`src/rtl/wrocs_pkg.sv`:
```
// Shared types, widths and constants for the window rate-of-change spike core.
// Used by wrocs_ring, wrocs_div and window_rate_of_change_spike_core.
package wrocs_pkg;

    // Default depth of the sample window.
    localparam int WINDOW_DEF = 16;

    // Field widths.
    localparam int TEMP_W   = 16;
    localparam int RATE_W   = 27;
    localparam int AVG_W    = 16;
    localparam int PERIOD_W = 16;
    localparam int THR_W    = 26;
    localparam int RUN_W    = 8;

    // Stream payload widths, padded to whole bytes.
    localparam int IN_TDATA_W  = 16;
    localparam int OUT_TDATA_W = 48;

    // Configuration port.
    localparam int CFG_IDX_W  = 2;
    localparam int CFG_DATA_W = 26;
    localparam logic [CFG_IDX_W-1:0] CFG_PERIOD  = 2'd0;
    localparam logic [CFG_IDX_W-1:0] CFG_THRESH  = 2'd1;
    localparam logic [CFG_IDX_W-1:0] CFG_MIN_RUN = 2'd2;

    // Register reset values.
    localparam logic [PERIOD_W-1:0] PERIOD_RST  = 16'd2000;
    localparam logic [THR_W-1:0]    THRESH_RST  = 26'd160;
    localparam logic [RUN_W-1:0]    MIN_RUN_RST = 8'd3;

    // Arithmetic constants: ms per minute, shortest span, run ceiling.
    localparam int MUL_W = 16;
    localparam logic [MUL_W-1:0] MS_PER_MIN = 16'd60000;
    localparam int               MIN_SPAN   = 60;
    localparam logic [RUN_W-1:0] RUN_MAX    = 8'd255;

    // Shared divider: numerator width and step counter width.
    localparam int DIV_NUM_W  = 32;
    localparam int DIV_STEP_W = $clog2(DIV_NUM_W + 1);

endpackage

```
`src/rtl/wrocs_ring.sv`:
```
// Sample window storage: one write port and one registered read port.
// Depends on wrocs_pkg for the sample width.
module wrocs_ring #(
    parameter int WINDOW = wrocs_pkg::WINDOW_DEF
) (
    input  logic                            i_clk,
    input  logic                            i_we,
    input  logic [$clog2(WINDOW)-1:0]       i_waddr,
    input  logic [wrocs_pkg::TEMP_W-1:0]    i_wdata,
    input  logic [$clog2(WINDOW)-1:0]       i_raddr,
    output logic [wrocs_pkg::TEMP_W-1:0]    o_rdata
);

    logic [wrocs_pkg::TEMP_W-1:0] r_mem [WINDOW];
    logic [wrocs_pkg::TEMP_W-1:0] r_rdata;

    // Write port.
    always_ff @(posedge i_clk) begin
        if (i_we) begin
            r_mem[i_waddr] <= i_wdata;
        end
    end

    // Registered read port.
    always_ff @(posedge i_clk) begin
        r_rdata <= r_mem[i_raddr];
    end

    assign o_rdata = r_rdata;

endmodule

```
`src/rtl/wrocs_div.sv`:
```
// Shared iterative restoring divider, one quotient bit per cycle.
// Depends on wrocs_pkg for the numerator and step counter widths.
module wrocs_div #(
    parameter int DEN_W = 20
) (
    input  logic                                i_clk,
    input  logic                                i_rst_n,
    input  logic                                i_start,
    input  logic [wrocs_pkg::DIV_NUM_W-1:0]     i_num,
    input  logic [DEN_W-1:0]                    i_den,
    input  logic [wrocs_pkg::DIV_STEP_W-1:0]    i_steps,
    output logic                                o_busy,
    output logic                                o_done,
    output logic [wrocs_pkg::DIV_NUM_W-1:0]     o_quo
);

    logic                               r_busy;
    logic                               r_done;
    logic [wrocs_pkg::DIV_STEP_W-1:0]   r_cnt;
    logic [DEN_W-1:0]                   r_den;
    logic [DEN_W-1:0]                   r_rem;
    logic [wrocs_pkg::DIV_NUM_W-1:0]    r_quo;
    logic [DEN_W+1:0]                   w_diff;
    logic                               w_fit;

    // Trial subtraction of the divisor from the shifted partial remainder.
    assign w_diff = {1'b0, r_rem, r_quo[wrocs_pkg::DIV_NUM_W-1]} - {2'b00, r_den};
    assign w_fit  = ~w_diff[DEN_W+1];

    // Control: load on start, count down the steps, flag the final one.
    always_ff @(posedge i_clk) begin
        if (!i_rst_n) begin
            r_busy <= 1'b0;
            r_done <= 1'b0;
            r_cnt  <= '0;
        end else if (i_start) begin
            r_busy <= 1'b1;
            r_done <= 1'b0;
            r_cnt  <= i_steps;
        end else if (r_busy) begin
            r_cnt <= r_cnt - 1'b1;
            if (r_cnt == wrocs_pkg::DIV_STEP_W'(1)) begin
                r_busy <= 1'b0;
                r_done <= 1'b1;
            end
        end else begin
            r_done <= 1'b0;
        end
    end

    // Datapath: numerator bits shift out at the top as quotient bits enter below.
    always_ff @(posedge i_clk) begin
        if (i_start) begin
            r_den <= i_den;
            r_rem <= '0;
            r_quo <= i_num;
        end else if (r_busy) begin
            r_rem <= w_fit ? w_diff[DEN_W-1:0]
                           : {r_rem[DEN_W-2:0], r_quo[wrocs_pkg::DIV_NUM_W-1]};
            r_quo <= {r_quo[wrocs_pkg::DIV_NUM_W-2:0], w_fit};
        end
    end

    assign o_busy = r_busy;
    assign o_done = r_done;
    assign o_quo  = r_quo;

endmodule

```
`src/rtl/window_rate_of_change_spike_core.sv`:
```
// Top level of the window rate-of-change spike core: sequencer, registers,
// shared multiplier and output stage. Depends on wrocs_pkg, wrocs_ring, wrocs_div.
//
// Usage:
//   Temperature samples enter on the s_axis channel (tdata[15:0], signed,
//   1/16 degree C). Each sample yields one result on the m_axis channel:
//   rate over the window, a rate-valid flag, the window average and the
//   spike flag. Configuration registers (sample period, spike threshold,
//   minimum run) are written through i_cfg_we/i_cfg_index/i_cfg_data while
//   the core is idle.
//   The sequencer handles one sample at a time: after the input transfer
//   it reads the ring, runs two multiplies and then the shared divider,
//   which runs 32 steps for the rate and 16 + log2(WINDOW) steps for the
//   average, and only then presents the result. The next input transfer
//   waits until the sequencer has returned to idle.
//   s_axis_tready is high only while the sequencer is idle.
//   A finished result sits in an output register; the core accepts the next
//   sample while it waits, but will not finish that sample until the earlier
//   result has been transferred. A stalled receiver therefore stalls the core.
//   Reset (synchronous, active low) empties the window, clears the run count
//   and restores the register defaults; no clearing pass is needed.
module window_rate_of_change_spike_core #(
    parameter int WINDOW = wrocs_pkg::WINDOW_DEF
) (
    input  logic                                    i_clk,
    input  logic                                    i_rst_n,
    // Input stream.
    input  logic                                    s_axis_tvalid,
    output logic                                    s_axis_tready,
    // [15:0] temperature
    input  logic [wrocs_pkg::IN_TDATA_W-1:0]        s_axis_tdata,
    // Output stream.
    output logic                                    m_axis_tvalid,
    input  logic                                    m_axis_tready,
    // [26:0] rate, [27] rate_valid, [43:28] average, [44] spike, [47:45] zero
    output logic [wrocs_pkg::OUT_TDATA_W-1:0]       m_axis_tdata,
    // Configuration write port.
    input  logic                                    i_cfg_we,
    input  logic [wrocs_pkg::CFG_IDX_W-1:0]         i_cfg_index,
    input  logic [wrocs_pkg::CFG_DATA_W-1:0]        i_cfg_data
);

    localparam int PTR_W  = (WINDOW > 1) ? $clog2(WINDOW) : 1;
    localparam int FILL_W = $clog2(WINDOW + 1);
    localparam int MAG_W  = PTR_W + 16;
    localparam int SUM_W  = MAG_W + 1;
    localparam int TW     = wrocs_pkg::TEMP_W;
    localparam int RW     = wrocs_pkg::RATE_W;
    localparam int AW     = wrocs_pkg::AVG_W;
    localparam int NW     = wrocs_pkg::DIV_NUM_W;
    localparam int MW     = wrocs_pkg::MUL_W;

    // Sequencer states.
    localparam logic [3:0] S_IDLE  = 4'd0;
    localparam logic [3:0] S_RD1   = 4'd1;
    localparam logic [3:0] S_RD2   = 4'd2;
    localparam logic [3:0] S_MSPAN = 4'd3;
    localparam logic [3:0] S_MNUM  = 4'd4;
    localparam logic [3:0] S_DGO   = 4'd5;
    localparam logic [3:0] S_DRATE = 4'd6;
    localparam logic [3:0] S_DAVG  = 4'd7;
    localparam logic [3:0] S_OUT   = 4'd8;

    logic [3:0]                         r_state;
    logic [wrocs_pkg::PERIOD_W-1:0]     r_period;
    logic [wrocs_pkg::THR_W-1:0]        r_thresh;
    logic [wrocs_pkg::RUN_W-1:0]        r_min_run;
    logic [PTR_W-1:0]                   r_wp;
    logic [FILL_W-1:0]                  r_fill;
    logic signed [SUM_W-1:0]            r_sum;
    logic [wrocs_pkg::RUN_W-1:0]        r_run;
    logic [TW-1:0]                      r_temp;
    logic [MW-1:0]                      r_dmag;
    logic                               r_dneg;
    logic [NW-1:0]                      r_prod;
    logic [MAG_W-1:0]                   r_span;
    logic [RW-1:0]                      r_rate;
    logic [AW-1:0]                      r_avg;
    logic                               r_m_valid;
    logic [wrocs_pkg::OUT_TDATA_W-1:0]  r_m_data;

    logic                               w_full;
    logic                               w_rate_valid;
    logic [PTR_W-1:0]                   w_wp_inc;
    logic [PTR_W-1:0]                   w_raddr;
    logic [TW-1:0]                      w_rdata;
    logic                               w_we;
    logic [TW:0]                        w_delta;
    logic [MW-1:0]                      w_mul_a;
    logic [MW-1:0]                      w_mul_b;
    logic [NW-1:0]                      w_mul_p;
    logic [SUM_W-1:0]                   w_sum_abs;
    logic                               w_div_start;
    logic [NW-1:0]                      w_div_num;
    logic [MAG_W-1:0]                   w_div_den;
    logic [wrocs_pkg::DIV_STEP_W-1:0]   w_div_steps;
    logic                               w_div_busy;
    logic                               w_div_done;
    logic [NW-1:0]                      w_div_quo;
    logic [RW-1:0]                      w_qrate;
    logic [RW-1:0]                      w_rate_mag;
    logic [AW-1:0]                      w_qavg;
    logic [wrocs_pkg::RUN_W-1:0]        n_run;
    logic                               w_out_free;

    // Window status and ring addressing.
    assign w_full       = (r_fill == FILL_W'(WINDOW));
    assign w_rate_valid = (r_fill >= FILL_W'(2));
    assign w_wp_inc     = (r_wp == PTR_W'(WINDOW - 1)) ? '0 : r_wp + 1'b1;
    assign w_raddr      = (r_state == S_RD1) ? r_wp : (w_full ? w_wp_inc : '0);
    assign w_we         = (r_state == S_RD2);

    wrocs_ring #(
        .WINDOW (WINDOW)
    ) u_ring (
        .i_clk   (i_clk),
        .i_we    (w_we),
        .i_waddr (r_wp),
        .i_wdata (r_temp),
        .i_raddr (w_raddr),
        .o_rdata (w_rdata)
    );

    // Newest minus oldest sample.
    assign w_delta = {r_temp[TW-1], r_temp} - {w_rdata[TW-1], w_rdata};

    // Shared multiplier: span in one state, scaled delta in the next.
    assign w_mul_a = (r_state == S_MSPAN) ? MW'(r_fill - FILL_W'(1)) : r_dmag;
    assign w_mul_b = (r_state == S_MSPAN) ? r_period : wrocs_pkg::MS_PER_MIN;
    assign w_mul_p = {{(NW - MW){1'b0}}, w_mul_a} * {{(NW - MW){1'b0}}, w_mul_b};

    // Divider operands: rate first, then the window average.
    assign w_sum_abs   = r_sum[SUM_W-1] ? -r_sum : r_sum;
    assign w_div_start = (r_state == S_DGO) || ((r_state == S_DRATE) && w_div_done);
    assign w_div_num   = (r_state == S_DGO) ? r_prod
                                            : {w_sum_abs[MAG_W-1:0], {(NW - MAG_W){1'b0}}};
    assign w_div_den   = (r_state == S_DGO) ? r_span : MAG_W'(r_fill);
    assign w_div_steps = (r_state == S_DGO) ? wrocs_pkg::DIV_STEP_W'(NW)
                                            : wrocs_pkg::DIV_STEP_W'(MAG_W);

    wrocs_div #(
        .DEN_W (MAG_W)
    ) u_div (
        .i_clk   (i_clk),
        .i_rst_n (i_rst_n),
        .i_start (w_div_start),
        .i_num   (w_div_num),
        .i_den   (w_div_den),
        .i_steps (w_div_steps),
        .o_busy  (w_div_busy),
        .o_done  (w_div_done),
        .o_quo   (w_div_quo)
    );

    // Rate magnitude and the over-threshold run counter.
    assign w_qrate    = w_div_quo[RW-1:0];
    assign w_rate_mag = w_rate_valid ? w_qrate : '0;
    assign w_qavg     = w_div_quo[AW-1:0];

    always_comb begin
        if (w_rate_mag >= {1'b0, r_thresh}) begin
            n_run = (r_run == wrocs_pkg::RUN_MAX) ? r_run : r_run + 1'b1;
        end else begin
            n_run = '0;
        end
    end

    assign w_out_free = !r_m_valid || m_axis_tready;

    // Configuration registers.
    always_ff @(posedge i_clk) begin
        if (!i_rst_n) begin
            r_period  <= wrocs_pkg::PERIOD_RST;
            r_thresh  <= wrocs_pkg::THRESH_RST;
            r_min_run <= wrocs_pkg::MIN_RUN_RST;
        end else if (i_cfg_we) begin
            case (i_cfg_index)
                wrocs_pkg::CFG_PERIOD:  r_period  <= i_cfg_data[wrocs_pkg::PERIOD_W-1:0];
                wrocs_pkg::CFG_THRESH:  r_thresh  <= i_cfg_data[wrocs_pkg::THR_W-1:0];
                wrocs_pkg::CFG_MIN_RUN: r_min_run <= i_cfg_data[wrocs_pkg::RUN_W-1:0];
                default: ;
            endcase
        end
    end

    // Sequencer and window state.
    always_ff @(posedge i_clk) begin
        if (!i_rst_n) begin
            r_state <= S_IDLE;
            r_wp    <= '0;
            r_fill  <= '0;
            r_sum   <= '0;
            r_run   <= '0;
        end else begin
            case (r_state)
                S_IDLE: begin
                    if (s_axis_tvalid) begin
                        r_state <= S_RD1;
                    end
                end
                S_RD1: begin
                    r_state <= S_RD2;
                end
                S_RD2: begin
                    // The evicted sample is on the read port now.
                    r_sum <= r_sum
                           - (w_full ? SUM_W'(signed'(w_rdata)) : '0)
                           + SUM_W'(signed'(r_temp));
                    r_wp  <= w_wp_inc;
                    if (!w_full) begin
                        r_fill <= r_fill + 1'b1;
                    end
                    r_state <= S_MSPAN;
                end
                S_MSPAN: begin
                    r_state <= S_MNUM;
                end
                S_MNUM: begin
                    r_state <= S_DGO;
                end
                S_DGO: begin
                    r_state <= S_DRATE;
                end
                S_DRATE: begin
                    if (w_div_done) begin
                        r_run   <= n_run;
                        r_state <= S_DAVG;
                    end
                end
                S_DAVG: begin
                    if (w_div_done) begin
                        r_state <= S_OUT;
                    end
                end
                S_OUT: begin
                    if (w_out_free) begin
                        r_state <= S_IDLE;
                    end
                end
                default: begin
                    r_state <= S_IDLE;
                end
            endcase
        end
    end

    // Working registers of the datapath.
    always_ff @(posedge i_clk) begin
        if (s_axis_tvalid && s_axis_tready) begin
            r_temp <= s_axis_tdata[TW-1:0];
        end
        if (r_state == S_MSPAN) begin
            r_dneg <= w_delta[TW];
            r_dmag <= w_delta[TW] ? MW'(-w_delta) : MW'(w_delta);
            r_prod <= w_mul_p;
        end
        if (r_state == S_MNUM) begin
            r_span <= (r_prod < NW'(wrocs_pkg::MIN_SPAN)) ? MAG_W'(wrocs_pkg::MIN_SPAN)
                                                          : r_prod[MAG_W-1:0];
            r_prod <= w_mul_p;
        end
        if ((r_state == S_DRATE) && w_div_done) begin
            r_rate <= r_dneg ? -w_rate_mag : w_rate_mag;
        end
        if ((r_state == S_DAVG) && w_div_done) begin
            r_avg <= r_sum[SUM_W-1] ? -w_qavg : w_qavg;
        end
    end

    // Output register.
    always_ff @(posedge i_clk) begin
        if (!i_rst_n) begin
            r_m_valid <= 1'b0;
        end else if ((r_state == S_OUT) && w_out_free) begin
            r_m_valid <= 1'b1;
        end else if (m_axis_tready) begin
            r_m_valid <= 1'b0;
        end
    end

    always_ff @(posedge i_clk) begin
        if ((r_state == S_OUT) && w_out_free) begin
            r_m_data <= {3'b000, (r_run >= r_min_run), r_avg, w_rate_valid, r_rate};
        end
    end

    assign s_axis_tready = (r_state == S_IDLE);
    assign m_axis_tvalid = r_m_valid;
    assign m_axis_tdata  = r_m_data;

    // The write pointer follows the fill count until the window is full.
    a_wp_tracks_fill: assert property (@(posedge i_clk) disable iff (!i_rst_n)
        (r_fill < FILL_W'(WINDOW)) |-> (r_wp == PTR_W'(r_fill)))
        else $error("write pointer out of step with fill count");

    // The fill count never passes the window depth.
    a_fill_bound: assert property (@(posedge i_clk) disable iff (!i_rst_n)
        r_fill <= FILL_W'(WINDOW))
        else $error("fill count beyond window depth");

    // No new sample is taken while the divider is still working.
    a_idle_div: assert property (@(posedge i_clk) disable iff (!i_rst_n)
        s_axis_tready |-> !w_div_busy)
        else $error("input ready while divider busy");

    // A result without a valid rate carries a zero rate.
    a_rate_zero: assert property (@(posedge i_clk) disable iff (!i_rst_n)
        (m_axis_tvalid && !m_axis_tdata[RW]) |-> (m_axis_tdata[RW-1:0] == '0))
        else $error("nonzero rate with rate_valid low");

    // An input transfer always starts a busy period.
    a_busy_after_take: assert property (@(posedge i_clk) disable iff (!i_rst_n)
        (s_axis_tvalid && s_axis_tready) |=> !s_axis_tready)
        else $error("ready stayed high after an input transfer");

endmodule

```
`config.mk`:
```
export PLATFORM = sky130hd
export DESIGN_NAME = window_rate_of_change_spike_core
export DESIGN_NICKNAME = d
export VERILOG_FILES = /design/src/rtl/wrocs_pkg.sv /design/src/rtl/wrocs_ring.sv /design/src/rtl/wrocs_div.sv /design/src/rtl/window_rate_of_change_spike_core.sv
export SDC_FILE = /design/constraint.sdc
export NUM_CORES = 2
export LEC_CHECK = 0
export ABC_AREA = 1
export BUFFER_PORTS_ARGS = -buffer_cell sky130_fd_sc_hd__buf_2
export CORE_MARGIN = 2
export CORE_UTILIZATION = 54
export DETAILED_ROUTE_END_ITERATION = 16
export HOLD_SLACK_MARGIN = 0.15
export PLACE_DENSITY = 0.82
export SLEW_MARGIN = 10
export SYNTH_ARGS = -nofsm -noshare
export SYNTH_HDL_FRONTEND = slang
export SYNTH_SLANG_ARGS = --single-unit
```
`constraint.sdc`:
```
create_clock -name i_clk -period 6.9 [get_ports i_clk]
set_input_delay 1.725 -clock i_clk [delete_from_list [all_inputs] [get_ports i_clk]]
set_output_delay 1.725 -clock i_clk [all_outputs]
set_load 0.01 [all_outputs]
```
# --- Word-level counts from Yosys, hierarchy flattened ---
# Memories as Yosys holds them, arrays and structs flattened. A register that Yosys moved wholly into a read port is not among the register bits.
# Index checks and enable logic that the tools add are counted.
op_classes:
  n_addsub: 13
  muxes: 35
  bitwise: 4
  reduce_logical: 19
  multipliers: 1
  eq_ne: 19
  order_cmp: 4
op_table:
  columns: ["cell", "count"]
  rows:
  - ["2-to-1 mux 32 bit", 5]
  - ["2-to-1 mux 16 bit", 4]
  - ["2-to-1 mux 27 bit", 2]
  - ["2-to-1 mux 20 bit", 2]
  - ["one-hot mux 4 bit (9 select lines)", 1]
  - ["less-than comparator 32 x 6 -> 1 bit (second input constant)", 1]
  - ["multiplier 16 x 16 -> 32 bit", 1]
  - ["negation 16 bit", 2]
  - ["2-to-1 mux 4 bit", 7]
  - ["greater-or-equal comparator 27 x 26 -> 1 bit", 1]
  - ["negation 27 bit", 1]
  - ["subtractor 21 x 20 -> 22 bit", 1]
  - ["adder 21 bit", 1]
  - ["2-to-1 mux 21 bit", 1]
  - ["subtractor 21 bit", 1]
  - ["negation 20 bit", 1]
  - ["2-to-1 mux 6 bit", 3]
  - ["subtractor 16 x 16 -> 17 bit", 1]
  - ["== test 4 x 3 -> 1 bit (second input constant)", 4]
  - ["2-to-1 mux 8 bit", 2]
  - ["adder 8 x 1 -> 8 bit (second input constant)", 1]
  - ["== test 4 x 2 -> 1 bit (second input constant)", 2]
  - ["== test 4 bit (second input constant)", 2]
  - ["== test 8 bit (second input constant)", 1]
  - ["26 further kinds", 47]
totals:
  wordCells: 120
  in_bits: 49
  mem_bits_rw: 256
  reg_bits: 346
  mem_count: 1
  output_inout_bits: 50
memory_table:
  columns: ["memory", "depth", "word_bits", "rd", "rd_clocked_by_memory_dff", "write_ports", "line", "rtl"]
  rows:
  - ["u_ring.r_mem", 16, 16, 1, 1, 1, "wrocs_ring.sv:14", "logic [wrocs_pkg::TEMP_W-1:0] r_mem [WINDOW];"]

# --- Logic depth before layout (Yosys ltp) ---
logic_depth:
  word_depth: 5
  mapped_depth: 33
  mapped_depth_nobuf: 32

# --- Cells and area by module ---
# Synthesis repeated with hierarchy kept, for this count alone.
unflattened:
  hier_cells: 4690
  hier_area_um2: 40053.4
modules_own_cells:
  columns: ["mod", "area_per_inst_um2", "n_inst", "cells_per_inst", "seq_area_each_um2"]
  rows:
  - ["window_rate_of_change_spike_core", 23861.6, 1, 2955, 7056.8]
  - ["wrocs_ring", 11388.4, 1, 1074, 8007.7]
  - ["wrocs_div", 4803.4, 1, 661, 2122.0]

# --- Worst setup path after synthesis ---
# No wires, ideal clock.
synth_timing:
  path_kind: "input to register"
  startpoint: "input port m_axis_tready"
  endpoint: "register r_m_data (netlist bit m_axis_tdata[0]) (enable)"
  setup_time_ps: 560
  path_stages: 2
  t_required_ps: 6340
  arrival_time_ps: 6075
  n_path_buf: 0
  path_slack_ps: 265
  cell_sequence: "nor2_1 > nor4_1"
synth_between:
  elab_chain_cells: 2
synth_rtl:
  columns: ["item", "line", "rtl"]
  rows:
  - ["start: declaration", "window_rate_of_change_spike_core.sv:34", "input logic m_axis_tready,"]
  - ["logical OR 1 bit", "window_rate_of_change_spike_core.sv:168", "assign w_out_free = !r_m_valid || m_axis_tready;"]
  - ["logical AND 1 bit", "window_rate_of_change_spike_core.sv:282", "if ((r_state == S_OUT) && w_out_free) begin"]
  - ["end signal: assignment", "window_rate_of_change_spike_core.sv:283", "r_m_data <= {3'b000, (r_run >= r_min_run), r_avg, w_rate_valid, r_rate};"]
  - ["end: declaration", "window_rate_of_change_spike_core.sv:80", "logic [wrocs_pkg::OUT_TDATA_W-1:0] r_m_data;"]
# Every way passes these cells.
# A chain may end at the register's enable or synchronous reset.

# --- Worst setup path after layout ---
layout_timing:
  startpoint: "register r_state[2]"
  endpoint: "register r_prod[29] (data pin)"
layout_between:
  elab_chain_cells: 5
  elab_cells_between_ends: 7
  classes_between: "1 x mul; 2 x eq/ne; 4 x mux"
layout_rtl:
  columns: ["item", "line", "rtl"]
  rows:
  - ["start: declaration", "window_rate_of_change_spike_core.sv:64", "logic [3:0] r_state;"]
  - ["start signal: assignment", "window_rate_of_change_spike_core.sv:189", "r_state <= S_IDLE;"]
  - ["start signal: assignment", "window_rate_of_change_spike_core.sv:198", "r_state <= S_RD1;"]
  - ["start signal: assignment", "window_rate_of_change_spike_core.sv:202", "r_state <= S_RD2;"]
  - ["== test 4 x 2 -> 1 bit *", "window_rate_of_change_spike_core.sv:128, window_rate_of_change_spike_core.sv:129", null]
  - ["2-to-1 mux 16 bit, on equally long branches", "window_rate_of_change_spike_core.sv:128, window_rate_of_change_spike_core.sv:129", null]
  - ["multiplier 16 x 16 -> 32 bit *", "window_rate_of_change_spike_core.sv:130", "assign w_mul_p = {{(NW - MW){1'b0}}, w_mul_a} * {{(NW - MW){1'b0}}, w_mul_b};"]
  - ["via w_mul_p[29]", "window_rate_of_change_spike_core.sv:91", "logic [NW-1:0] w_mul_p;"]
  - ["2-to-1 mux 32 bit", "window_rate_of_change_spike_core.sv:252", "if (r_state == S_MSPAN) begin"]
  - ["2-to-1 mux 32 bit *", "window_rate_of_change_spike_core.sv:257", "if (r_state == S_MNUM) begin"]
  - ["end signal: assignment", "window_rate_of_change_spike_core.sv:255", "r_prod <= w_mul_p;"]
  - ["end signal: assignment", "window_rate_of_change_spike_core.sv:260", "r_prod <= w_mul_p;"]
  - ["end: declaration", "window_rate_of_change_spike_core.sv:75", "logic [NW-1:0] r_prod;"]
# Mark *: on every way through the listed nets, which the timed path passes. The rest lies on a longest branch. The select of a mux whose other input is x is not followed.

==> impl_metrics.yaml <==
critical_path:
  cp-start-kind: "flip-flop"
  worst-path-buf-inv: 9
  crit_family: "adder cells"
  rr_endpoint: "r_prod[29]$_DFFE_PP_"
  crit_type: "reg2reg"
  reg2reg_from: "r_state[2]$_SDFFE_PN0P_"
  worstPathMaxFanout: 10
  worstSetupStartpoint: "r_state[2]$_SDFFE_PN0P_"
  reg2reg_setup_slack_ns: 0.27
  crit_slowest_cell: "fa_1"
  slowest_delay_ns: 0.58
  arrival_ns: 7.00
  worst_setup_path_end_kind: "flip-flop"
  r2r_cells: 29
  cp.required_ns: 7.27
floorplanning:
  die_w_um: 272
  num_rows: 98
  die_y_um: 272
  core_region_area_um2: 71200
  start_util_pct: 54.3
  dieArea_um2: 73800
  io_pins: 99
global_routing:
  overflow: 0
  grt_pass1_vias: 28500
  grt_max_degree: 118
  grt_antenna_before_repair: 1
  grt_pass1_wl_um: 153000
  grt.total_usage_pct: 26.2
timing:
  finalCritPeriodShare_pct: 96.1
  slew_viol_final: 0
  setup-violations-final: 0
  setup_slack_ns: 0.270
  hold_violations: 0
  tns_ns: 0
  fmax_mhz: 151
  skew_ns: 0.0327
  fin_crit_ns: 6.63
  slew_headroom_pct: 20.0
  worst_pin_slew_ns: 1.20
worst_hold_path:
  hold_class: "reg2reg"
  whs_path_depth: 0
  hold_start: "r_avg[3]$_DFFE_PP_"
  min_to: "m_axis_tdata[31]$_DFFE_PP_"
final_layout:
  design_area_um2: 42700
  layout.nets: 4769
  syn2layout_area_growth_pct: 10.3
  fillers: 5775
  drive_gt1_share_pct: 8.95
  postLayoutCoreUtil_pct: 59.9
route:
  drcViolationCount: 0
  routed_wl_um: 97300
  avgRoutedWirePerCell_um: 18.4
  first_pass_iters: 6
  num_vias: 29500
  ant_nets: 0
  via_per_inst: 5.57
  drtIter0Drc: 3056
clocking:
  cts_root_buf: "clkbuf_16"
  clock-sinks: 618
  cts_tree: "built"
  cts_buffer_depth: 3
  h-tree-depth: 2
  numCtsBuffers: 60
  clk_pin_slew_ns: 0.07
  clock_latency_ns: 0.64
synth:
  synth.cell_area_um2: 38700
  synth_commonest_cells: "inv_1 (792), nand2_1 (689), edfxtp_1 (481)"
  syn_inst: 4185
  avgSynthCellArea_um2: 9.25
  yosys-top-cells-area: "edfxtp_1 (37%), fa_1 (11%), inv_1 (7.7%), dfxtp_1 (7.1%), ha_1 (6.8%)"
  synthDistinctLibCells: 57
  post-synth-top-area-fraction_pct: 37.3
  synth_ff_type: "edfxtp_1"
  synth-async-reset-ratio_pct: 0
  synth_edf_count: 481
  synth_most_common_cell: "inv_1"
  ys_warn_count: 0
  synth_seq_cells: 618
  yosys.area.top_type: "edfxtp_1"
  yosysSeqAreaShare_pct: 44.4
outcome:
  status: "completed"
placement:
  dp_hpwl_um: 71100
  portBuffers: 95
  gp_congestion: 0.968
  place_area_um2: 40400
  pre_cts_ws_ns: 0.0376
run:
  drv_cap: 0
[sequential cells by signal, summed over array words and instances, names as in the netlist, 20 cells and up]
| signal | flops |
|---|---|
| r_span | 20 |
| r_thresh | 26 |
| u_div.r_rem | 20 |
| u_div.o_quo | 32 |
| r_sum | 21 |
| r_rate | 27 |
| u_ring.r_mem | 256 |
| u_div.r_den | 20 |
| m_axis_tdata | 45 |
| r_prod | 32 |
[placed cells by master (no fill, tap or decap), types with 24 or more instances in the layout]
| cell type | count |
|---|---|
| nand4_1 | 37 |
| xnor2_1 | 33 |
| buf_2 | 95 |
| clkbuf_16 | 60 |
| a21oi_1 | 255 |
| o21ai_0 | 210 |
| nand3_1 | 170 |
| fa_1 | 216 |
| nor3_1 | 24 |
| ha_1 | 207 |
| nand2_1 | 685 |
| xor2_1 | 86 |
| inv_1 | 790 |
| dfxtp_1 | 137 |
| o211ai_1 | 156 |
| buf_4 | 90 |
| edfxtp_1 | 481 |
| nor2_1 | 356 |
[worst max path at each step]
| stage | endpoint | depth (start not counted) |
|---|---|---|
| 6_report | r_prod[29]$_DFFE_PP_ | 29 |
| 3_5_place_dp | r_prod[29]$_DFFE_PP_ | 27 |
| 3_3_place_gp | r_prod[29]$_DFFE_PP_ | 30 |
| 4_1_cts | r_prod[29]$_DFFE_PP_ | 29 |
| 5_1_grt | r_prod[29]$_DFFE_PP_ | 30 |
| 2_1_floorplan | m_axis_tdata[0]$_DFFE_PP_ | 2 |
[logic make-up after synthesis]
kind of cell	Yosys count	synth area share (%)
AOI/OAI and AO/OA	715	10.7
xor gates and xnor gates	120	2.72
adders and majority gates	426	18.0
buffers and inverters	958	9.65
DFF	618	44.4
other	1	0.00969
and+or+nand+nor	1347	14.6
[repair_timing]
| action | CTS | global route |
|---|---|---|
| endpoints found under the setup margin | 1 | 19 |
| resized for setup | 3 | 45 |
| hold buffers | 0 | 0 |
| buffers inserted | 0 | 4 |
| pin swaps | 0 | 3 |
[per-layer routing]
layer  track usage (%)  up-vias  part of all wire, %
li1                  -    13900                    -
met1              35.4    14000                   40
met2              42.5     1433                   47
met3              4.01      249                  9.0
met4              10.5        0                  3.8
met5                 0        -                    0
[stage by stage]
step                      hold slack, ns  instances
final                              0.409       5297
after global placement             0.403       5178
after CTS                          0.420       5292
after global routing               0.421       5296
after floorplan                    0.400       4187
after detailed placement           0.405       5178
[area by class of cell]
type | instances | area (µm²) | share of cell area [%]
Tap cell | 950 | 1190 | 2.78
Clock buffer | 76 | 1640 | 3.85
Inverter | 814 | 3060 | 7.17
Multi-Input combinational cell | 2611 | 18000 | 42.1
Timing Repair Buffer | 189 | 1210 | 2.84
Sequential cell | 618 | 17200 | 40.3
Clock inverter | 38 | 432 | 1.01
Antenna cell | 1 | 2.50 | 0.00586
Power is not shown: default switching activity piles up to over one toggle a cycle in this logic, so the estimate is an artifact.
